[src/rtl/fbpa_ram.sv]
// Simple dual-port synchronous RAM, one write and one registered read port.
module fbpa_ram #(
    parameter int WIDTH = 12,
    parameter int DEPTH = 128,
    localparam int AW = (DEPTH > 1) ? $clog2(DEPTH) : 1
) (
    input  logic             i_clk,
    input  logic             i_we,
    input  logic [AW-1:0]    i_waddr,
    input  logic [WIDTH-1:0] i_wdata,
    input  logic             i_re,
    input  logic [AW-1:0]    i_raddr,
    output logic [WIDTH-1:0] o_rdata
);

    logic [WIDTH-1:0] r_mem [DEPTH];
    logic [WIDTH-1:0] r_rdata;

    always_ff @(posedge i_clk) begin
        if (i_we) begin
            r_mem[i_waddr] <= i_wdata;
        end
    end

    always_ff @(posedge i_clk) begin
        if (i_re) begin
            r_rdata <= r_mem[i_raddr];
        end
    end

    assign o_rdata = r_rdata;

endmodule

[config.mk]
export PLATFORM = sky130hd
export DESIGN_NAME = fbpa_ram
export DESIGN_NICKNAME = d
export VERILOG_FILES = /design/src/rtl/fbpa_ram.sv
export SDC_FILE = /design/constraint.sdc
export NUM_CORES = 1
export LEC_CHECK = 0
export BUFFER_PORTS_ARGS = -buffer_cell sky130_fd_sc_hd__buf_4
export CORE_AREA = 2 2 448 450
export DETAILED_ROUTE_END_ITERATION = 7
export DIE_AREA = 0 0 450 452
export HOLD_SLACK_MARGIN = 0.15
export PLACE_DENSITY = 0.49
export SLEW_MARGIN = 20
export SYNTH_ARGS = -nofsm -noshare
export SYNTH_HDL_FRONTEND = slang
export SYNTH_SLANG_ARGS = --single-unit
[constraint.sdc]
create_clock -name i_clk -period 3.41 [get_ports i_clk]
set_input_delay 0.682 -clock i_clk [delete_from_list [all_inputs] [get_ports i_clk]]
set_output_delay 0.682 -clock i_clk [all_outputs]
set_load 0.1 [all_outputs]
After elaboration in Yosys (flattened, before gate mapping)
Memory sizes are Yosys's and may differ from the RTL's. A register that Yosys moved wholly into a read port is not among the register bits.
Cells that the tools add are included.
Storage, ports and cells
  flip-flop bits (word level): 0
  latch bits: 0
  RAM bits: 1536
  memory bits (read-only): 0
  input bits: 29
  output and inout bits: 12
  logic and storage cells: 3
  memories: 1
Operators by class
  add/sub/neg operators: 0
  multipliers: 0
  div/mod/pow operators: 0
  $lt $le $gt $ge: 0
  eq/ne operators: 0
  shift-type cells: 0
  muxes and demuxes: 2
  bitwise gates (word level): 0
  reduce and logical (&&, ||, !) cells: 0
Memories
  r_mem: depth 128, bits a word 12, read ports 1, clocked after memory_dff 1, wr ports 1, RTL line 16  | logic [WIDTH-1:0] r_mem [DEPTH];
Operators by type and width (number)
  1-bit two-way mux: 2

Longest topological paths before layout
Gate-level depths: netlist of the first run.
  word-level depth: 2
  depth in mapped cells: 7
  gate-level depth less buffers: 4

Least setup slack after synthesis of the first run
Ideal clock, no wire load.
  path kind: in2reg
  from: input i_raddr[0]
  to: register r_rdata[10], in the netlist o_rdata[10], read port of r_mem, data pin
  arrival time: 3.063 ns
  path slack: 0.087 ns
  cell stages on the path: 6
  path buffers: 2
  path through: buf_2 -> clkbuf_1 -> mux4_2 -> mux4_2 -> mux4_2 -> mux2_2
RTL lines
  start, declared: RTL line 12  | input logic [AW-1:0] i_raddr,
  end, declared: RTL line 17  | logic [WIDTH-1:0] r_rdata;

==> results of run 1 <==
[Yosys cell counts (all sizes together)]
library cell / count / area, sq um
clkbuf: 69 / 259
nand2: 14 / 52.6
nor2: 122 / 458
mux2: 12 / 135
or3: 1 / 6.26
nor2b: 7 / 43.8
nor3: 9 / 45.0
nand4: 3 / 18.8
buf: 59 / 322
nand2b: 2 / 12.5
mux4: 504 / 11400
nand3: 12 / 60.1
edfxtp: 1548 / 46500
[layer usage]
metal	vias up	GRT usage
met2	827	0.257
met4	2	0.0437
met5	-	0
li1	11000	-
met1	14700	0.202
met3	198	0.0238
[state kept, by name, indices dropped and copies added (netlist names)]
signal   count
o_rdata     12
r_mem     1536
[final cells by class]
type / count / area (sq um) / area share
multi-input combinational: 686 / 12200 / 0.174
clock inverter: 96 / 991 / 0.0141
timing repair buffer: 332 / 3210 / 0.0457
antenna: 1 / 2.50 / 0.0000356
sequential: 1548 / 46500 / 0.661
clock buffer: 188 / 4110 / 0.0584
tap: 2656 / 3320 / 0.0472
[cells by family (layout without fill, tap and decap cells)]
kind of cell / count (synthesis) / count (layout) / synth area share
mux: 516 / 516 / 0.194
buf+inv: 128 / 616 / 0.00980
other cells: 0 / 1 / 0
simple gates: 170 / 170 / 0.0118
flops: 1548 / 1548 / 0.785
[critical path: stages]
cell and delay [ns]:
buf_8 0.16, buf_12 0.18, buf_12 0.19, buf_12 0.20
mux4_2 0.54, mux4_2 0.59, mux4_2 0.58, mux2_2 0.30
[per-stage QoR]
| stage | cell area (sq um) | hold WS [ns] | cells | setup slack, ns |
|---|---|---|---|---|
| floorplan | 59200 | 0.781 | 2362 | 0.0869 |
| global placement | 65200 | 1.08 | 5222 | -0.402 |
| detailed placement | 65200 | 1.08 | 5222 | -0.399 |
| CTS | 70300 | 0.215 | 5506 | 0.464 |
| global route | 70300 | 0.249 | 5507 | 0.427 |
| finish | 70300 | 0.274 | 5507 | 0.464 |
[report_power, final]
part | internal [mW] | total, mW | switching, mW | leakage, nW
Clock | 9.91 | 17.1 | 7.19 | 2.48
Combinational | 0.938 | 2.32 | 1.38 | 5.33
Sequential | 21.0 | 21.1 | 0.0583 | 13.9
[worst paths after layout]
| kind | endpoint | slack [ns] | cells after the start |
|---|---|---|---|
| min reg2reg | o_rdata[7] | 1.21 | 4 |
| max | o_rdata[9] | 0.46 | 8 |
| max reg2reg | o_rdata[11] | 0.74 | 4 |
| min | r_mem[72][4] | 0.27 | 1 |
==> impl_metrics.py, run 1 <==
metrics = {
    "floorplan": {
        "core-area_sq_mm": 0.199,
        "die_h_um": 452,
        "rows": 164,
        "ios": 41,
        "dieArea_sq_mm": 0.203,
        "dieWidth_um": 450,
        "start_util": 0.298,
    },
    "run": {
        "maxCapViolCount": 0,
    },
    "timing": {
        "hold_viol": 0,
        "setup_tns_ns": 0,
        "tightest_slew_ns": 0.864,
        "min_period_over_period": 0.864,
        "drv_slew": 0,
        "min_period_ns": 2.95,
        "rsz0062_at_grt": "false",
        "fmax_mhz": 339,
        "setup_viol": 0,
        "relSlewSlack": 0.424,
        "skew_ns": 0.0289,
    },
    "setup_path": {
        "cp.required_ns": 3.95,
        "r2r_start": "r_mem[21][11]",
        "arrival_ns": 3.48,
        "crit_type": "primary input to flop",
        "worstSetupEndpointType": "flop",
        "cp-startpoint": "i_raddr[0]",
        "crit_fanout": 16,
        "crit_path_start_kind": "primary input",
    },
    "clock_network": {
        "cts_resized": 0,
        "post-cts-setup-buffers": 0,
        "h-tree-depth": 4,
        "path_clk_slew_ns": 0.06,
        "cts_inserted_buffers": 156,
        "clk_root_buffer_cell": "clkbuf_16",
        "clk_path_buf_depth": 3,
        "postCtsHoldBufs": 0,
        "cts_tree": "built",
        "cts.sinks": 1548,
        "clock_latency_ns": 0.78,
    },
    "detailed_routing": {
        "drt_wl_total_mm": 155,
        "wl_met1_mm": 65.0,
        "drt_iter0_drc": 2720,
        "highest-signal-layer": "met5",
        "viasPerCell": 4.86,
        "ant_nets": 0,
        "routedWlPerCell_um": 28.1,
        "met2WireLength_mm": 78.0,
        "wl_met3_mm": 7.94,
        "drt-pass1-iter-count": 7,
        "vias": 26800,
        "drc": 0,
    },
    "global_routing": {
        "grt_usage": 0.152,
        "antenna_found_initial": 11,
        "grt_pass1_wl_mm": 218,
        "grt_max_degree": 129,
        "grt_overflow": 0,
        "first_global_vias": 28000,
    },
    "yosys": {
        "synth_warnings": 0,
        "avgSynthCellArea_sq_um": 25.1,
        "ys_seq_elements": 1548,
        "synth_cell_types": 16,
        "yosysSeqAreaShare": 0.785,
        "syn_inst": 2362,
        "synth_area_sq_mm": 0.0592,
        "syn-num-nets": 2391,
    },
    "place": {
        "io_buffers": 40,
        "place.gp.congestion": 0.791,
        "dp_hpwl_mm": 99.6,
    },
    "finish": {
        "synthToLayoutAreaGrowth_pct": 18.7,
        "layout.nets": 2753,
        "fillers": 18100,
        "drive_gt1_frac": 0.376,
        "mostFrequentLayoutCell": "edfxtp_1",
        "final_cell_mix": "edfxtp_1 (1548), mux4_2 (504), buf_4 (273)",
        "final_util": 0.354,
    },
    "status": {
        "status": "complete, no violations",
    },
    "power": {
        "leakagePower_nw": 21.7,
        "p_per_area_mw_per_mm2": 576,
        "irDropWorstVdd_uv": 516,
        "p_total_mw": 40.5,
    },
    "min_path": {
        "hold_class": "primary input to flop",
        "min_from": "i_wdata[4]",
    },
}
Power figures use the tool's default switching activity.
==> inputs of run 2 (changes only) <==
==> constraint.sdc (replaced) <==
create_clock -name i_clk -period 3.41 [get_ports i_clk]
set_input_delay 1.023 -clock i_clk [delete_from_list [all_inputs] [get_ports i_clk]]
set_output_delay 1.023 -clock i_clk [all_outputs]
set_load 0.1 [all_outputs]
==> run 2 against run 1 <==
Via count decreased by 0.15%. Combinational power barely moved. Largest power group unchanged. Maximum frequency decreased by 9.3%. Worst setup slack worse by 0.30 ns. Sequential cell count unchanged.
==> impl_metrics.py, run 2 (same netlist as run 1, synthesis figures left out) <==
metrics = {
    "timing": {
        "setup_viol": 0,
        "min_period_ns": 3.25,
        "relSlewSlack": 0.386,
        "timing.final.ws_setup_ns": 0.162,
        "min_period_over_period": 0.952,
        "drv_slew": 0,
        "skew_ns": 0.0293,
        "fmax_mhz": 308,
        "hold_viol": 0,
        "tightest_slew_ns": 0.921,
        "rsz0062_at_grt": "false",
    },
    "floorplan": {
        "dieArea_sq_mm": 0.203,
        "start_util": 0.298,
        "dieWidth_um": 450,
        "ios": 41,
        "rows": 164,
        "die_h_um": 452,
        "core-area_sq_mm": 0.199,
    },
    "global_routing": {
        "grt_usage": 0.149,
        "grt_pass1_wl_mm": 215,
        "first_global_vias": 28000,
        "grt_overflow": 0,
        "antenna_found_initial": 21,
        "grt_max_degree": 129,
    },
    "clock_network": {
        "postCtsHoldBufs": 0,
        "cts_tree": "built",
        "path_clk_slew_ns": 0.06,
        "post-cts-setup-buffers": 0,
        "clk_path_buf_depth": 3,
        "cts_inserted_buffers": 158,
        "cts_resized": 0,
        "cts.sinks": 1548,
        "clk_root_buffer_cell": "clkbuf_16",
        "clock_latency_ns": 0.79,
        "h-tree-depth": 4,
    },
    "finish": {
        "final_area_sq_mm": 0.0707,
        "largest_reg_flops": 1536,
        "fillers": 18100,
        "synthToLayoutAreaGrowth_pct": 19.3,
        "layout.nets": 2771,
        "regMostFlops": "r_mem",
        "final_util": 0.356,
        "final_cell_mix": "edfxtp_1 (1548), mux4_2 (504), buf_4 (277)",
        "drive_gt1_frac": 0.382,
        "mostFrequentLayoutCell": "edfxtp_1",
        "layoutNonFillerInstCount": 5535,
    },
    "setup_path": {
        "path_common_cell": "mux4_2",
        "crit_fanout": 12,
        "cp.required_ns": 3.95,
        "critPathTopFamily": "multiplexers",
        "crit_type": "primary input to flop",
        "slowest_delay_ns": 0.59,
        "arrival_ns": 3.79,
        "critPathBufInv": 4,
        "worstSetupEndpointType": "flop",
        "crit_path_start_kind": "primary input",
        "cp_cell_sequence": "buf_8 > buf_12 > buf_4 > buf_4 > mux4_2 > mux4_2 > mux4_2 > mux2_2",
        "cp_slowest_cell": "mux4_2",
    },
    "place": {
        "post-place-ws_ns": -0.672,
        "dp_cells": 5238,
        "placedInstanceArea_sq_mm": 0.0655,
        "io_buffers": 40,
        "place.gp.congestion": 0.793,
        "dp_hpwl_mm": 99.2,
    },
    "detailed_routing": {
        "drt-pass1-iter-count": 5,
        "viasPerCell": 4.83,
        "drt_wl_total_mm": 152,
        "routedWlPerCell_um": 27.5,
        "drt_iter0_drc": 2759,
        "drc": 0,
        "ant_nets": 0,
        "vias": 26700,
    },
    "run": {
        "maxCapViolCount": 0,
    },
    "power": {
        "leakagePower_nw": 21.9,
        "p_per_area_mw_per_mm2": 573,
        "irDropWorstVdd_uv": 450,
    },
    "min_path": {
        "hold_class": "primary input to flop",
    },
    "status": {
        "status": "complete, no violations",
    },
}
[run 2: per-stage QoR]
| stage | power, mW | setup TNS [ns] | hold WS, ns |
|---|---|---|---|
| global placement | 23.8 | -6.27 | 1.21 |
| finish | 40.5 | 0 | 0.550 |
| detailed placement | 23.8 | -6.34 | 1.22 |
| floorplan | 22.7 | 0 | 1.12 |
| CTS | 41.0 | 0 | 0.477 |
| global route | 41.7 | 0 | 0.517 |
[run 2: final timing paths]
kind | from | to | slack [ns] | cells past startpoint
setup reg to reg | r_mem[55][4] | o_rdata[4] | 0.81 | 4
setup / recovery | i_raddr[0] | o_rdata[6] | 0.16 | 8
hold reg to reg | r_mem[102][7] | o_rdata[7] | 1.22 | 4
hold / removal | i_wdata[5] | r_mem[68][5] | 0.55 | 1
[run 2: routing by layer]
metal	track usage	share of wire	vias to the layer above
li1	-	-	11100
met1	0.197	0.42	14700
met2	0.252	0.50	771
met3	0.0287	0.052	192
met4	0.0376	0.021	4
met5	0	0.00015	-
[run 2: area by class of cell]
cell class / count / area (sq um) / area share
well taps: 2656 / 3320 / 0.0470
repair buffers: 348 / 3480 / 0.0493
clock inverters: 99 / 1020 / 0.0145
clock buffers: 190 / 4120 / 0.0582
diodes: 8 / 20.0 / 0.000283
flip-flops and latches: 1548 / 46500 / 0.658
multi-input cells: 686 / 12200 / 0.173
[run 2: worst reg2reg max path: cells and delay by family, from the launching register on]
| kind | cells | cell delay, ns |
|---|---|---|
| multiplexers | 4 | 1.99 |
| flip-flops | 1 | 0.37 |
[run 2: power breakdown]
part	total, mW	internal (mW)	switching [mW]
Combinational	2.29	0.947	1.34
Sequential	21.1	21.0	0.0617
Clock	17.1	9.94	7.19
Total	40.5	31.9	8.60
==> inputs of run 3 (changes only) <==
==> config.mk (replaced) <==
export PLATFORM = sky130hd
export DESIGN_NAME = fbpa_ram
export DESIGN_NICKNAME = d
export VERILOG_FILES = /design/src/rtl/fbpa_ram.sv
export SDC_FILE = /design/constraint.sdc
export NUM_CORES = 1
export LEC_CHECK = 0
export BUFFER_PORTS_ARGS = -buffer_cell sky130_fd_sc_hd__buf_2
export CORE_AREA = 2 2 348 350
export DETAILED_ROUTE_END_ITERATION = 7
export DIE_AREA = 0 0 350 352
export HOLD_SLACK_MARGIN = 0.15
export PLACE_DENSITY = 0.71
export SKIP_CTS_REPAIR_TIMING = 1
export SLEW_MARGIN = 20
export SYNTH_ARGS = -nofsm -noshare
export SYNTH_HDL_FRONTEND = slang
export SYNTH_SLANG_ARGS = --single-unit
==> run 3 against run 2 <==
Critical path depth unchanged. Sequential share of layout area up 1.9 points. First-iteration DRC count up 36%. Maximum frequency down 1.9%. Power down 1.5%. Largest power group unchanged. Register-to-register slack worse by 0.12 ns. Die area down 39%. Largest cell class unchanged. Clock-buffer cell count up 5. Clock skew down 0.0055 ns.
==> impl_metrics.py, run 3 (same netlist as run 1, synthesis figures left out) <==
metrics = {
    "detailed_routing": {
        "routedWlPerCell_um": 32.4,
        "ant_nets": 0,
        "vias": 27900,
        "drt-pass1-iter-count": 7,
        "drc": 0,
        "drt_iter0_drc": 3749,
        "drt_wl_total_mm": 144,
        "viasPerCell": 6.29,
    },
    "setup_path": {
        "worstSetupEndpointType": "flop",
        "crit_path_start_kind": "primary input",
        "arrival_ns": 3.81,
        "r2r_slack_ns": 0.69,
        "cp_cell_sequence": "buf_8 > buf_12 > buf_12 > buf_4 > mux4_2 > mux4_2 > mux4_2 > mux2_2",
        "crit_type": "primary input to flop",
        "path_common_cell": "mux4_2",
        "critPathTopFamily": "multiplexers",
        "crit_fanout": 14,
        "critPathBufInv": 4,
        "cp.required_ns": 3.91,
        "slowest_delay_ns": 0.63,
        "cp_slowest_cell": "mux4_2",
    },
    "clock_network": {
        "clk_path_buf_depth": 3,
        "h-tree-depth": 4,
        "cts_inserted_buffers": 151,
        "path_clk_slew_ns": 0.07,
        "clock_latency_ns": 0.75,
        "cts.sinks": 1548,
        "cts_tree": "built",
        "clk_root_buffer_cell": "clkbuf_16",
    },
    "power": {
        "leakagePower_nw": 21.5,
        "switching_share": 0.208,
        "power_frac_seq": 0.528,
        "irDropWorstVdd_uv": 529,
        "p_total_mw": 39.9,
        "switchingPower_mw": 8.31,
        "internal_power_mw": 31.6,
        "p_per_area_mw_per_mm2": 581,
        "power_frac_clock": 0.416,
        "p_comb_frac": 0.056,
    },
    "floorplan": {
        "dieArea_sq_mm": 0.123,
        "die_h_um": 352,
        "rows": 127,
        "ios": 41,
        "start_util": 0.496,
        "dieWidth_um": 350,
        "core-area_sq_mm": 0.119,
    },
    "finish": {
        "drive_gt1_frac": 0.370,
        "regMostFlops": "r_mem",
        "final_area_sq_mm": 0.0687,
        "mostFrequentLayoutCell": "edfxtp_1",
        "synthToLayoutAreaGrowth_pct": 15.9,
        "final_cell_mix": "edfxtp_1 (1548), mux4_2 (504), buf_4 (236)",
        "largest_reg_flops": 1536,
        "layoutNonFillerInstCount": 4441,
        "fillers": 8202,
        "final_util": 0.575,
        "layout.nets": 2732,
        "seq_area_sq_mm": 0.0465,
        "multi_input_area_sq_mm": 0.0122,
    },
    "global_routing": {
        "first_global_vias": 28000,
        "antenna_found_initial": 13,
        "grt_overflow": 0,
        "grt_usage": 0.238,
        "grt_pass1_wl_mm": 207,
        "grt_max_degree": 112,
    },
    "place": {
        "io_buffers": 40,
        "dp_hpwl_mm": 89.4,
        "placedInstanceArea_sq_mm": 0.0637,
        "dp_cells": 4162,
        "place.gp.congestion": 0.864,
    },
    "timing": {
        "drv_slew": 0,
        "setup_viol": 0,
        "min_period_ns": 3.31,
        "fmax_mhz": 302,
        "setup_tns_ns": 0,
        "rsz0062_at_grt": "false",
        "min_period_over_period": 0.971,
        "skew_ns": 0.0238,
        "relSlewSlack": 0.415,
        "hold_viol": 0,
        "tightest_slew_ns": 0.877,
    },
    "status": {
        "status": "complete, no violations",
    },
    "run": {
        "maxCapViolCount": 0,
    },
    "min_path": {
        "hold_class": "primary input to flop",
    },
}
run 3: final timing paths:
kind / start / to / cells past startpoint
worst max-delay path: i_raddr[0] / o_rdata[11] / 8
worst min-delay path: i_wdata[1] / r_mem[37][1] / 1
worst max register to register: r_mem[37][11] / o_rdata[11] / 4
worst min register to register: r_mem[90][11] / o_rdata[11] / 4
run 3: worst reg2reg max path, cell delays in order, from the launching register on:
cell,delay [ns]
edfxtp_1,0.36
mux4_2,0.54
mux4_2,0.60
mux4_2,0.63
mux2_2,0.32
run 3: final cells by class:
cell class / instances / area share
flip-flops and latches: 1548 / 0.677
clock inverters: 78 / 0.0119
clock buffers: 195 / 0.0599
well taps: 1612 / 0.0294
diodes: 6 / 0.000219
repair buffers: 316 / 0.0436
multi-input cells: 686 / 0.178
run 3: power groups by stage:
| stage | Sequential [mW] | Clock, mW | Combinational [mW] |
|---|---|---|---|
| final | 21.1 | 16.6 | 2.24 |
| after global routing | 21.1 | 17.6 | 2.32 |
| after CTS | 21.1 | 16.8 | 2.25 |
| after detailed placement | 21.5 | 0 | 2.23 |
| after global placement | 21.5 | 0 | 2.18 |
| after floorplan | 21.6 | 0 | 1.12 |
run 3: metrics by stage:
step	hold WS, ns	worst slack, ns
after floorplan	1.12	0.0331
after global placement	1.22	-0.572
after detailed placement	1.21	-0.576
after CTS	0.643	0.172
after global routing	0.647	0.128
final	0.674	0.0978
run 3: metal layers:
metal	wire [um]	track usage	vias up
li1	-	-	11000
met1	54600	0.333	15100
met2	70100	0.373	1624
met3	13500	0.0463	261
met4	5670	0.0917	6
met5	34	0	-
