--- src/rtl/fbpa_pkg.sv ---
// Types and constants shared by the block pool allocator.
package fbpa_pkg;

    localparam int MAX_BLOCKS_DEF  = 4096;
    localparam int CACHE_DEPTH_DEF = 128;

    localparam int INDEX_W    = 12;
    localparam int OFFSET_W   = 28;
    localparam int BLOCKS_W   = 13;
    localparam int BYTES_W    = 17;
    localparam int CFG_DATA_W = 17;

    localparam int BLOCKS_RST = 4096;
    localparam logic [BYTES_W-1:0] MIN_BLOCK_BYTES = 17'd64;
    localparam logic [BYTES_W-1:0] MAX_BLOCK_BYTES = 17'd65536;

    typedef enum logic {
        OP_ALLOC,
        OP_FREE
    } t_op;

    typedef enum logic [1:0] {
        STATUS_OK        = 2'd0,
        STATUS_EMPTY     = 2'd1,
        STATUS_BAD_INDEX = 2'd2
    } t_status;

    typedef enum logic {
        CFG_BLOCKS_IN_USE,
        CFG_BLOCK_BYTES
    } t_cfg_index;

    typedef enum logic {
        ST_IDLE,
        ST_LOOKUP
    } t_state;

    typedef enum logic [2:0] {
        SRC_CACHE,
        SRC_LIST,
        SRC_FRESH,
        SRC_NONE,
        SRC_PUSH_CACHE,
        SRC_PUSH_LIST,
        SRC_BAD
    } t_src;

    typedef struct packed {
        t_op                operation;
        logic [INDEX_W-1:0] block_index;
    } t_item;

    typedef struct packed {
        t_status             status;
        logic [INDEX_W-1:0]  granted_index;
        logic [OFFSET_W-1:0] byte_offset;
        logic                from_cache;
    } t_result;

endpackage

--- src/rtl/fbpa_ctrl.sv ---
// Allocator control: source selection, pointer updates and result formation.
module fbpa_ctrl #(
    parameter int MAX_BLOCKS  = fbpa_pkg::MAX_BLOCKS_DEF,
    parameter int CACHE_DEPTH = fbpa_pkg::CACHE_DEPTH_DEF,
    localparam int HW  = $clog2(MAX_BLOCKS + 1),
    localparam int IW  = $clog2(MAX_BLOCKS),
    localparam int CAW = (CACHE_DEPTH > 1) ? $clog2(CACHE_DEPTH) : 1
) (
    input  logic                    i_clk,
    input  logic                    i_rst_n,
    input  logic                    start,
    output logic                    busy,
    input  fbpa_pkg::t_item         i_item,
    input  logic [HW-1:0]           i_pool_n,
    input  logic [fbpa_pkg::BYTES_W-1:0] i_bsize,
    output logic                    o_done,
    output fbpa_pkg::t_result       o_result,
    output logic                    o_cache_we,
    output logic [CAW-1:0]          o_cache_waddr,
    output logic [IW-1:0]           o_cache_wdata,
    output logic                    o_cache_re,
    output logic [CAW-1:0]          o_cache_raddr,
    input  logic [IW-1:0]           i_cache_rdata,
    output logic                    o_link_we,
    output logic [IW-1:0]           o_link_waddr,
    output logic [HW-1:0]           o_link_wdata,
    output logic                    o_link_re,
    output logic [IW-1:0]           o_link_raddr,
    input  logic [HW-1:0]           i_link_rdata
);

    import fbpa_pkg::*;

    localparam int CCW = $clog2(CACHE_DEPTH + 1);
    localparam int PW  = IW + BYTES_W;

    t_state r_state, n_state;
    t_src   r_src, n_src, src;
    logic [IW-1:0]  r_grant, n_grant;
    logic [HW-1:0]  r_head, n_head;
    logic [HW-1:0]  r_fresh, n_fresh;
    logic [CCW-1:0] r_count, n_count;
    logic           r_done;
    t_result        r_result, n_result;

    logic accept, lookup;
    logic idx_bad, cache_has, cache_full, list_has, fresh_has;
    logic [IW+INDEX_W-1:0] idx_ext;
    logic [IW-1:0]  idx_i;
    logic [CCW-1:0] cnt_m1;
    logic [IW-1:0]  lk_grant;
    logic [PW-1:0]  prod;

    // FSM next state
    always_comb begin
        n_state = r_state;
        case (r_state)
            ST_IDLE:   if (start) n_state = ST_LOOKUP;
            ST_LOOKUP: n_state = ST_IDLE;
            default:   n_state = ST_IDLE;
        endcase
    end

    // FSM outputs
    always_comb begin
        busy   = 1'b0;
        lookup = 1'b0;
        case (r_state)
            ST_IDLE:   busy = 1'b0;
            ST_LOOKUP: begin
                busy   = 1'b1;
                lookup = 1'b1;
            end
            default:   busy = 1'b0;
        endcase
    end

    assign accept = start && !busy;

    assign idx_ext    = {{IW{1'b0}}, i_item.block_index};
    assign idx_i      = idx_ext[IW-1:0];
    assign idx_bad    = ({{HW{1'b0}}, i_item.block_index}
                         >= {{INDEX_W{1'b0}}, i_pool_n});
    assign cache_has  = (r_count != '0);
    assign cache_full = (r_count == CCW'(CACHE_DEPTH));
    assign list_has   = (r_head < HW'(MAX_BLOCKS));
    assign fresh_has  = (r_fresh < i_pool_n);
    assign cnt_m1     = r_count - CCW'(1);

    always_comb begin
        if (i_item.operation == OP_ALLOC) begin
            if (cache_has)      src = SRC_CACHE;
            else if (list_has)  src = SRC_LIST;
            else if (fresh_has) src = SRC_FRESH;
            else                src = SRC_NONE;
        end else begin
            if (idx_bad)          src = SRC_BAD;
            else if (!cache_full) src = SRC_PUSH_CACHE;
            else                  src = SRC_PUSH_LIST;
        end
    end

    assign o_cache_re    = accept && (src == SRC_CACHE);
    assign o_cache_raddr = cnt_m1[CAW-1:0];
    assign o_cache_we    = accept && (src == SRC_PUSH_CACHE);
    assign o_cache_waddr = r_count[CAW-1:0];
    assign o_cache_wdata = idx_i;
    assign o_link_re     = accept && (src == SRC_LIST);
    assign o_link_raddr  = r_head[IW-1:0];
    assign o_link_we     = accept && (src == SRC_PUSH_LIST);
    assign o_link_waddr  = idx_i;
    assign o_link_wdata  = r_head;

    always_comb begin
        n_src   = r_src;
        n_grant = r_grant;
        n_head  = r_head;
        n_fresh = r_fresh;
        n_count = r_count;
        if (accept) begin
            n_src = src;
            case (src)
                SRC_CACHE:      n_count = cnt_m1;
                SRC_LIST:       n_grant = r_head[IW-1:0];
                SRC_FRESH: begin
                    n_grant = r_fresh[IW-1:0];
                    n_fresh = r_fresh + HW'(1);
                end
                SRC_PUSH_CACHE: n_count = r_count + CCW'(1);
                SRC_PUSH_LIST:  n_head  = HW'(idx_i);
                default:        n_src   = src;
            endcase
        end
        if (lookup && (r_src == SRC_LIST)) begin
            n_head = i_link_rdata;
        end
    end

    assign lk_grant = (r_src == SRC_CACHE) ? i_cache_rdata : r_grant;

    always_comb begin
        n_result = '0;
        case (r_src)
            SRC_CACHE: begin
                n_result.granted_index = INDEX_W'({{INDEX_W{1'b0}}, lk_grant});
                n_result.from_cache    = 1'b1;
            end
            SRC_LIST, SRC_FRESH: begin
                n_result.granted_index = INDEX_W'({{INDEX_W{1'b0}}, lk_grant});
            end
            SRC_NONE:       n_result.status     = STATUS_EMPTY;
            SRC_PUSH_CACHE: n_result.from_cache = 1'b1;
            SRC_PUSH_LIST:  n_result.status     = STATUS_OK;
            SRC_BAD:        n_result.status     = STATUS_BAD_INDEX;
            default:        n_result.status     = STATUS_OK;
        endcase
        if (r_src == SRC_CACHE || r_src == SRC_LIST || r_src == SRC_FRESH) begin
            n_result.byte_offset = OFFSET_W'({{OFFSET_W{1'b0}}, prod});
        end
    end

    assign prod = PW'(lk_grant) * PW'(i_bsize);

    always_ff @(posedge i_clk) begin
        if (!i_rst_n) begin
            r_state <= ST_IDLE;
            r_head  <= HW'(MAX_BLOCKS);
            r_fresh <= '0;
            r_count <= '0;
            r_done  <= 1'b0;
        end else begin
            r_state <= n_state;
            r_head  <= n_head;
            r_fresh <= n_fresh;
            r_count <= n_count;
            r_done  <= lookup;
        end
    end

    always_ff @(posedge i_clk) begin
        r_src   <= n_src;
        r_grant <= n_grant;
        if (lookup) begin
            r_result <= n_result;
        end
    end

    assign o_done   = r_done;
    assign o_result = r_result;

endmodule

--- config.mk ---
export PLATFORM = sky130hd
export DESIGN_NAME = fbpa_ctrl
export DESIGN_NICKNAME = d
export VERILOG_FILES = /design/src/rtl/fbpa_pkg.sv /design/src/rtl/fbpa_ctrl.sv
export SDC_FILE = /design/constraint.sdc
export NUM_CORES = 1
export LEC_CHECK = 0
export BUFFER_PORTS_ARGS = -buffer_cell sky130_fd_sc_hd__buf_2
export CORE_MARGIN = 5
export CORE_UTILIZATION = 50
export DETAILED_ROUTE_END_ITERATION = 10
export GPL_ROUTABILITY_DRIVEN = 0
export GPL_TIMING_DRIVEN = 1
export PLACE_DENSITY_LB_ADDON = 0.2
export SLEW_MARGIN = 0
export SYNTH_ARGS = -nofsm -noshare
export SYNTH_HDL_FRONTEND = slang
export SYNTH_SLANG_ARGS = --single-unit
export TNS_END_PERCENT = 30
--- constraint.sdc ---
create_clock -name i_clk -period 13 [get_ports i_clk]
set_input_delay 0.65 -clock i_clk [delete_from_list [all_inputs] [get_ports i_clk]]
set_output_delay 0.65 -clock i_clk [all_outputs]
set_load 0.01 [all_outputs]
# [Yosys cells after proc, flatten, opt, wreduce, memory -nomap -nowiden]
# Cells that the tools add are included.
[op_classes] add_sub_neg=3 multipliers=1 n_lt_le_gt_ge=3 n_eq_ne=10 mux=18 bitwise=1 reduce_logical=22
[ops] operator="$mux W13" n=3
[ops] operator="$mul A12 B17 Y28" n=1
[ops] operator="$pmux W12 S2" n=1
[ops] operator="$pmux W8 S2" n=1
[ops] operator="$add A13 B1 Y13 const B" n=1
[ops] operator="$ge A12 B13 Y1" n=1
[ops] operator="$lt A13 B13 Y1" n=1
[ops] operator="$lt A13 B13 Y1 const B" n=1
[ops] operator="$eq A3 B3 Y1 const B" n=4
[ops] operator="$mux W12" n=1
[ops] operator="$eq A3 B2 Y1 const B" n=3
[ops] operator="$add A8 B1 Y8 const B" n=1
[ops] operator="$eq A8 B8 Y1 const B" n=1
[ops] operator="$reduce_and A2 Y1" n=4
[ops] operator="$reduce_bool A2 Y1" n=4
[ops] operator="$reduce_bool A8 Y1" n=1
[ops] operator="$sub A8 B1 Y8 const B" n=1
[ops] operator="$eq A3 B1 Y1 const B" n=2
[ops] operator="$logic_and A1 B1 Y1" n=6
[ops] operator="$logic_not A3 Y1" n=2
[ops] operator="$mux W2" n=3
[ops] operator="$mux W1" n=5
[ops] operator="$pmux W1 S2" n=2
[ops] operator="$pmux W2 S2" n=1
[ops] operator="6 further kinds" n=7
[word_totals] ff_bits=94 inputBits=71

# [Longest topological paths before layout]
# Gate-level depths: netlist (run 1).
[logic_depth] word_depth=9 ltp_mapped=24

# [Least setup slack after synthesis (run 1)]
# Ideal clock, no wire load.
[synth_path] path_kind="reg2reg" from="register r_src[1]" to="register r_result (netlist bit o_result[28]), data pin" setup_ps=147 arrival_time_ps=6377 path_slack_ps=6477 path_stages_with_launch=25 n_path_buf=2 period_less_slack_ps=6523 path_cell_list="edfxtp_1 > nor3_1 > clkbuf_1 > mux2_2 > clkbuf_1 > nand2_1 > fa_1 > inv_1 > fa_1 > inv_1 > fa_1 > inv_1 > fa_1 > inv_1 > fa_1 > inv_1 > ha_1 > and3_1 > o211a_1 > a211oi_1 > a211oi_2 > a211oi_2 > a21oi_1 > or3_1 > a21oi_1"
[synth_between] elab_chain_cells=3 elab_cells_between_ends=7 cone_classes="mul (1); eq/ne (2); mux (1); reduce/logical (3)"
[synth_rtl] item="start, declared" line="fbpa_ctrl.sv:38" source="t_src r_src, n_src, src;"
[synth_rtl] item="start signal, assigned" line="fbpa_ctrl.sv:181" source="r_src <= n_src;"
[synth_rtl] item="$logic_not A3 Y1 / $eq A3 B1 Y1 (equally long branches)" line="fbpa_ctrl.sv:139, fbpa_ctrl.sv:157"
[synth_rtl] item="$mux W12 / $logic_or A1 B1 Y1 (equally long branches)" line="fbpa_ctrl.sv:139, fbpa_ctrl.sv:157"
[synth_rtl] item="$mul A12 B17 Y28 / $logic_or A1 B1 Y1 (equally long branches)" line="fbpa_ctrl.sv:162, fbpa_ctrl.sv:157"
[synth_rtl] item="end signal, assigned" line="fbpa_ctrl.sv:184" source="r_result <= n_result;"
[synth_rtl] item="end, declared" line="fbpa_ctrl.sv:44" source="t_result r_result, n_result;"
# Several ways; a longest one is shown, not always the timed one.
# A chain may end at the register's enable or synchronous reset.

# [Worst setup path after layout (run 1)]
# Ends and elaborated chain as after synthesis.

==> results.tsv, run 1 <==
metric	value	unit
outcome	finished clean	
setup_viol	0	
cts_tree	done	
die-height	162	um
grt_util_all_layers	22.6	%
critical_path_arrival	7.39	ns
synthArstFlopShare	0	%
placementRows	55	
wl_per_cell	17.4	um
die-area	0.0262	mm^2
timing.fmax	139	MHz
layout_setup_ws	5.82	ns
start_util	50.9	%
synthDominantAreaCellType	fa_1	
route.final.wire_length	28600	um
global_route.usage.met2	37.0	%
post_synth_most_frequent_cells	inv_1, nand2_1, fa_1, ha_1, and2_1	
syn_area_per_cell	9.24	um^2
cts_buffers	9	
final-instance-count-excl-fill	1646	
fin_worst_skew	0.00841	ns
crit_path_end_kind	flop	
place.port_buffers	182	
synth_seq_cells	94	
critical-path-top-delay-family	adder cells	
synth.lib_cells_used.distinct	64	
synth.net_count	1560	
route.detailed.drc	0	
critical_setup_path_kind	reg -> reg	
postCtsHoldBufs	0	
ioPinCount	183	
finalHoldViolations	0	
post_cts.repair.setup_buffers	0	
hpwlAfterDp	22400	um
worst-endpoint-required	13.20	ns
syn_inst	1248	
globalRouteOverflowTotal	0	
yosysMostFrequentCell	inv_1	
seq_area_frac_synth	21.4	%
detail-route-antenna-nets	0	
worstSkewPairLatency	0.35	ns
clk_pin_slew	0.07	ns
cap_viol_max_count	0	
drt_iter0_drc	525	
ctsRootBufferMaster	clkbuf_16	
cpMaxStageDelayCell	nor3_2	
unrepaired_setup_endpoints_after_global_routing	no	
worst-path-buf-inv	3	
fill_cells	2014	
synth.yosys.warnings	0	
tightest_slew	1.18	ns
total_neg_setup_slack	0	ns
hold_class	reg -> reg	
vias	8774	
cts_max_path_buffers	2	
slew_violations	0	
cts_num_sinks	94	
grt_busiest_layer	met2	
met3_usage	3.98	%
max_stage_delay	0.89	ns
number_of_antenna_violations_at_the_first_check_in_global_routing	1	
htree_num_levels	3	
place.detailed.instances	1629	
syn2layout_area_growth	9.59	%
detailedRoute.firstPassIterationCount	4	
critPathMaxFanout	18	
critPathMostFrequentCell	fa_1	
global_route_wire_length_before_repair	47200	um
place_worst_setup_slack	5.86	ns
globalRouteMet1Util	31.9	%
synth_area_leaders	fa_1, edfxtp_1, ha_1	
die_x	162	um
routed_via_count_divided_by_cell_count	5.33	
grt_max_degree	47	
min_period	7.18	ns
grt_pass1_vias	9042	
post_synth_instance_area	0.0115	mm^2
synth_top_cell_area_share	25.9	%
worstSetupStartpointType	flop	
edff_count_synth	58	
core	0.0226	mm^2
crit_path_cell_chain	nor3_2 > mux2_2 > nand2_1 > fa_1 > fa_1 > fa_1 > inv_1 > fa_1 > inv_1 > fa_1 > inv_1 > ha_1 > a2111oi_4 > o21ai_2 > a41oi_2 > a211oi_2 > a211oi_2 > a21oi_1 > or3_1 > a21oi_1	
worst_slew_margin_rel	21.6	%
synth-main-ff-cell	edfxtp_1	
drive_above_1_share	17.6	%
finalCritPeriodShare	55.3	%
design.final.nets	1667	
cts_resized	0	
sequential cells by signal, summed over array words and instances (netlist names):
name	count
r_fresh	13
r_src	3
o_result	43
o_done	1
o_link_wdata	13
r_state	1
r_count	8
r_grant	12
cells by family after synthesis:
| family | synth area share (%) |
|---|---|
| fa+ha+maj | 35.9 |
| compound gates | 7.81 |
| flops | 21.4 |
| buf+inv | 11.8 |
| simple gates | 16.4 |
| xor+xnor | 2.20 |
| mux | 4.51 |
layout make-up:
type | instances | area, um^2 | area share (%)
multi-input cells | 838 | 7710 | 61.0
flip-flops and latches | 94 | 2460 | 19.5
repair buffers | 186 | 941 | 7.45
inverters | 226 | 848 | 6.71
well taps | 285 | 357 | 2.82
clock buffers | 9 | 225 | 1.78
clock inverters | 7 | 88.8 | 0.703
diodes | 1 | 2.50 | 0.0198
per-stage QoR:
step           hold WS, ns  utilization [%]  instance area, um^2
2_1_floorplan        0.454                -                11500
3_3_place_gp         0.472             54.4                12300
3_5_place_dp         0.484             54.4                12300
4_1_cts              0.494             55.8                12600
5_1_grt              0.536             55.8                12600
6_report             0.499             55.8                12600
final timing paths:
path / slack, ns / from / cells after the start / end
worst max-delay path: 5.82 / r_src[1] / 20 / o_result[28]
worst max register to register: 5.82 / r_src[1] / 20 / o_result[28]
worst min-delay path: 0.50 / r_fresh[12] / 2 / r_fresh[12]
worst min register to register: 0.50 / r_fresh[12] / 2 / r_fresh[12]
layer usage:
layer	wire length (um)	share of wire (%)	vias up
met5	0	0	-
met4	500	1.8	0
met3	1940	6.8	40
met2	13400	47	305
met1	12700	44	4306
li1	-	-	4123
placed cells by master (no fill, tap or decap), types with 15 or more instances in the layout:
| master | instances |
|---|---|
| inv_1 | 226 |
| buf_2 | 182 |
| nand2_1 | 174 |
| fa_1 | 149 |
| ha_1 | 92 |
| and2_1 | 86 |
| edfxtp_1 | 58 |
| nor2_1 | 37 |
| dfxtp_1 | 35 |
| o21ai_0 | 34 |
| a21oi_1 | 32 |
| mux2i_1 | 25 |
| mux2_2 | 24 |
| xor2_1 | 17 |
| nand3_1 | 15 |
| nand2b_1 | 15 |
worst reg2reg max path: cells and delay by family, from the launching register on:
family	cells	cell delay (ns)
simple gates	3	1.41
flops	1	0.46
mux	1	0.64
buf+inv	3	0.15
compound gates	7	1.50
fa+ha+maj	6	2.90
Power of run 1 is left out: the tool's default activity adds up to more than one toggle a clock period on the data nets, which glitch-free logic cannot reach.
==> run 2, diff against run 1 <==
Clock period 13 ns to 7.2 ns, I/O delays scaled along.
==> results.tsv, run 2 (synthesis gave the netlist of run 1 again) <==
metric	value	unit
unrepaired_setup_endpoints_after_global_routing	no	
die_x	162	um
postCtsHoldBufs	0	
crit_path_end_kind	flop	
global_route_wire_length_before_repair	46800	um
syn2layout_area_growth	9.51	%
placementRows	55	
worst-endpoint-required	7.40	ns
crit_path_cell_chain	nor3_2 > buf_4 > mux2_2 > and2_1 > fa_1 > inv_1 > fa_1 > fa_1 > inv_1 > fa_1 > inv_1 > fa_1 > inv_1 > ha_1 > and3_1 > o211a_1 > a211oi_1 > a211oi_2 > a211oi_2 > a21oi_1 > or3_1 > a21oi_1	
die-height	162	um
min_period	6.69	ns
timing.fmax	150	MHz
tightest_slew	1.18	ns
critPathMostFrequentCell	fa_1	
route.detailed.drc	0	
cts_buffers	9	
finalCritPeriodShare	92.9	%
hpwlAfterDp	22600	um
setup_viol	0	
path_depth	22	
htree_num_levels	3	
worstSkewPairLatency	0.35	ns
worstSetupStartpointType	flop	
core	0.0226	mm^2
ioPinCount	183	
critical_path_arrival	6.88	ns
cts_tree	done	
outcome	finished clean	
design.final.nets	1669	
wl_per_cell	17.3	um
diodes	0	
r2r_cells	22	
cap_viol_max_count	0	
post_cts.repair.setup_buffers	0	
cts_resized	0	
detail-route-antenna-nets	0	
place.port_buffers	182	
grt_pass1_vias	8996	
fill_cells	2074	
worst-path-buf-inv	5	
globalRouteOverflowTotal	0	
cts_num_sinks	94	
most_common_cell_after_layout_fill_and_taps_aside	inv_1	
route.final.wire_length	28600	um
vias	8728	
hold_class	in -> reg	
drt_iter0_drc	492	
slew_violations	0	
critical-path-top-delay-family	adder cells	
grt_max_degree	46	
cpMaxStageDelayCell	fa_1	
start_util	50.9	%
largest_register_ff_count	43	
cts_max_path_buffers	2	
finalHoldViolations	0	
routed_via_count_divided_by_cell_count	5.30	
critical_setup_path_kind	reg -> reg	
drive_above_1_share	17.8	%
worst_slew_margin_rel	21.2	%
number_of_antenna_violations_at_the_first_check_in_global_routing	1	
most-common-layout-cells	inv_1, buf_2, nand2_1	
fin_worst_skew	0.00836	ns
worst_hold_path.num_cells	1	
clk_pin_slew	0.07	ns
critPathMaxFanout	18	
grt_util_all_layers	22.4	%
die-area	0.0262	mm^2
ctsRootBufferMaster	clkbuf_16	
detailedRoute.firstPassIterationCount	5	
total_neg_setup_slack	0	ns
max_stage_delay	0.54	ns
[run 2: changes by cell type in the layout (fill, tap and decap cells not counted), sizes merged]
| cell | previous run | this run |
|---|---|---|
| clkbuf | 9 | 10 |
| buf | 186 | 188 |
| clkinvlp | 1 | 3 |
| clkinv | 4 | 2 |
| bufinv | 2 | 1 |
| diode | 1 | 0 |
[run 2: final cells by class]
type,instances,area [um^2],share of cell area (%)
Clock buffer,10,229,1.81
Clock inverter,6,62.6,0.496
Inverter,226,848,6.72
Multi-Input combinational cell,838,7710,61.1
Sequential cell,94,2460,19.5
Tap cell,285,357,2.82
Timing Repair Buffer,188,956,7.57
[run 2: path summary, 6_finish.rpt]
path / start / to / slack (ns)
worst max-delay path: r_src[1] / o_result[28] / 0.51
worst max register to register: r_src[1] / o_result[28] / 0.51
worst min-delay path: i_item[12] / r_src[2] / 0.29
worst min register to register: r_fresh[12] / r_fresh[12] / 0.50
[run 2: metrics by stage]
stage               area [um^2]  setup WS (ns)  hold WS (ns)  cells  util, %
floorplan                 11500          0.677         0.454   1248        -
global placement          12300          0.692         0.472   1631     54.5
detailed placement        12300          0.596         0.487   1631     54.5
CTS                       12600          0.529         0.283   1647     55.8
global route              12600          0.168         0.292   1647     55.8
finish                    12600          0.514         0.291   1647     55.8
[run 2: per-layer routing]
layer	vias up	wire length (um)	global-route usage, %
met5	-	11	0
met4	2	656	5.54
met3	42	1890	3.88
met2	290	13500	36.9
met1	4260	12500	30.9
li1	4134	-	-
Power of run 2 is left out for the same reason.
==> run 3, diff against run 2 <==
Settings changed: RECOVER_POWER from default to 100.
==> results.tsv, run 3 (synthesis gave the netlist of run 1 again) <==
metric	value	unit
critical_path_arrival	6.98	ns
die-height	162	um
setup_viol	0	
utilization	55.0	%
global_route_wire_length_before_repair	46800	um
critPathMaxFanout	18	
most-common-layout-cells	inv_1, nand2_1, fa_1	
finalHoldViolations	0	
detail-route-antenna-nets	0	
die-area	0.0262	mm^2
drive_above_1_share	8.52	%
worst_slew_margin_rel	-10.2	%
post-route-cell-area	0.0124	mm^2
grt_max_degree	46	
postCtsHoldBufs	0	
design.final.nets	1669	
r2r-end	o_result[28]	
post_cts.repair.setup_buffers	0	
worstSetupStartpoint	r_src[1]	
worstSkewPairLatency	0.35	ns
slew_violations	53	
r2r-start	r_src[1]	
clk_pin_slew	0.07	ns
violations_in_the_final_reports	max-capacitance violations, max-slew violations	
tightest_slew	1.65	ns
hpwlAfterDp	22600	um
finalCritPeriodShare	94.2	%
htree_num_levels	3	
ctsRootBufferMaster	clkbuf_16	
cts_max_path_buffers	2	
route.detailed.drc	0	
fin_worst_skew	0.00841	ns
worst-r2r-setup-slack	0.41	ns
crit_path_end_kind	flop	
diodes	0	
most_common_cell_after_layout_fill_and_taps_aside	inv_1	
die_x	162	um
fill_cells	2148	
globalRouteOverflowTotal	0	
detailedRoute.firstPassIterationCount	5	
worst-endpoint-required	7.40	ns
route.final.wire_length	28600	um
cts_num_sinks	94	
number_of_antenna_violations_at_the_first_check_in_global_routing	1	
dpl-instance-area	0.0123	mm^2
crit_path_end	o_result[28]	
grt_pass1_vias	8996	
ioPinCount	183	
cts_resized	0	
place.port_buffers	182	
drt_iter0_drc	487	
outcome	finished, violations left	
unrepaired_setup_endpoints_after_global_routing	no	
start_util	50.9	%
core	0.0226	mm^2
cts_buffers	9	
cts_tree	done	
total_neg_setup_slack	0	ns
largest_register_ff_count	43	
syn2layout_area_growth	7.98	%
hold_class	in -> reg	
worstSetupStartpointType	flop	
timing.fmax	147	MHz
r2r_cells	22	
critical_setup_path_kind	reg -> reg	
wl_per_cell	17.4	um
routed_via_count_divided_by_cell_count	5.29	
cap_viol_max_count	2	
vias	8709	
grt_util_all_layers	22.4	%
min_period	6.79	ns
placementRows	55	
-- run 3: worst min-delay path by stage --
stage / from / endpoint / slack (ns) / cells after the start
after floorplan: r_fresh[12] / r_fresh[12] / 0.45 / 2
after global placement: r_fresh[12] / r_fresh[12] / 0.47 / 2
after detailed placement: r_fresh[12] / r_fresh[12] / 0.49 / 2
after CTS: i_item[12] / r_src[2] / 0.28 / 1
after global routing: i_link_rdata[7] / o_link_wdata[7] / 0.30 / 3
final: i_link_rdata[5] / o_link_wdata[5] / 0.29 / 3
-- run 3: layer usage --
layer	share of wire (%)	track usage, %	vias to the layer above
met4	2.1	5.54	2
met2	48	36.9	268
li1	-	-	4131
met5	0.038	0	-
met1	44	30.9	4270
met3	5.9	3.88	38
-- run 3: area by class of cell --
cell class | count | area, um^2 | area share [%]
Clock buffer | 10 | 229 | 1.84
Clock inverter | 6 | 62.6 | 0.503
Inverter | 226 | 848 | 6.81
Multi-Input combinational cell | 838 | 7680 | 61.7
Sequential cell | 94 | 2460 | 19.8
Tap cell | 285 | 357 | 2.86
Timing Repair Buffer | 188 | 808 | 6.49
-- run 3: critical path: stages (launching register included) --
cell and delay (ns):
edfxtp_1 0.48, nor3_2 0.20, buf_4 0.24, mux2_1 0.62
and2_1 0.30, fa_1 0.48, inv_1 0.05, fa_1 0.48
fa_1 0.54, inv_1 0.05, fa_1 0.53, inv_1 0.05
fa_1 0.52, inv_1 0.04, ha_1 0.35, and3_1 0.25
o211a_1 0.14, a211oi_1 0.28, a211oi_2 0.13, a211oi_2 0.28
a21oi_1 0.11, or3_1 0.35, a21oi_1 0.15
-- run 3: metrics by stage --
stage,hold slack [ns],setup slack [ns],cells
6_report,0.294,0.414,1647
5_1_grt,0.299,0.0839,1647
4_1_cts,0.283,0.529,1647
3_5_place_dp,0.487,0.596,1631
3_3_place_gp,0.472,0.692,1631
2_1_floorplan,0.454,0.677,1248
Power of run 3 is left out for the same reason.
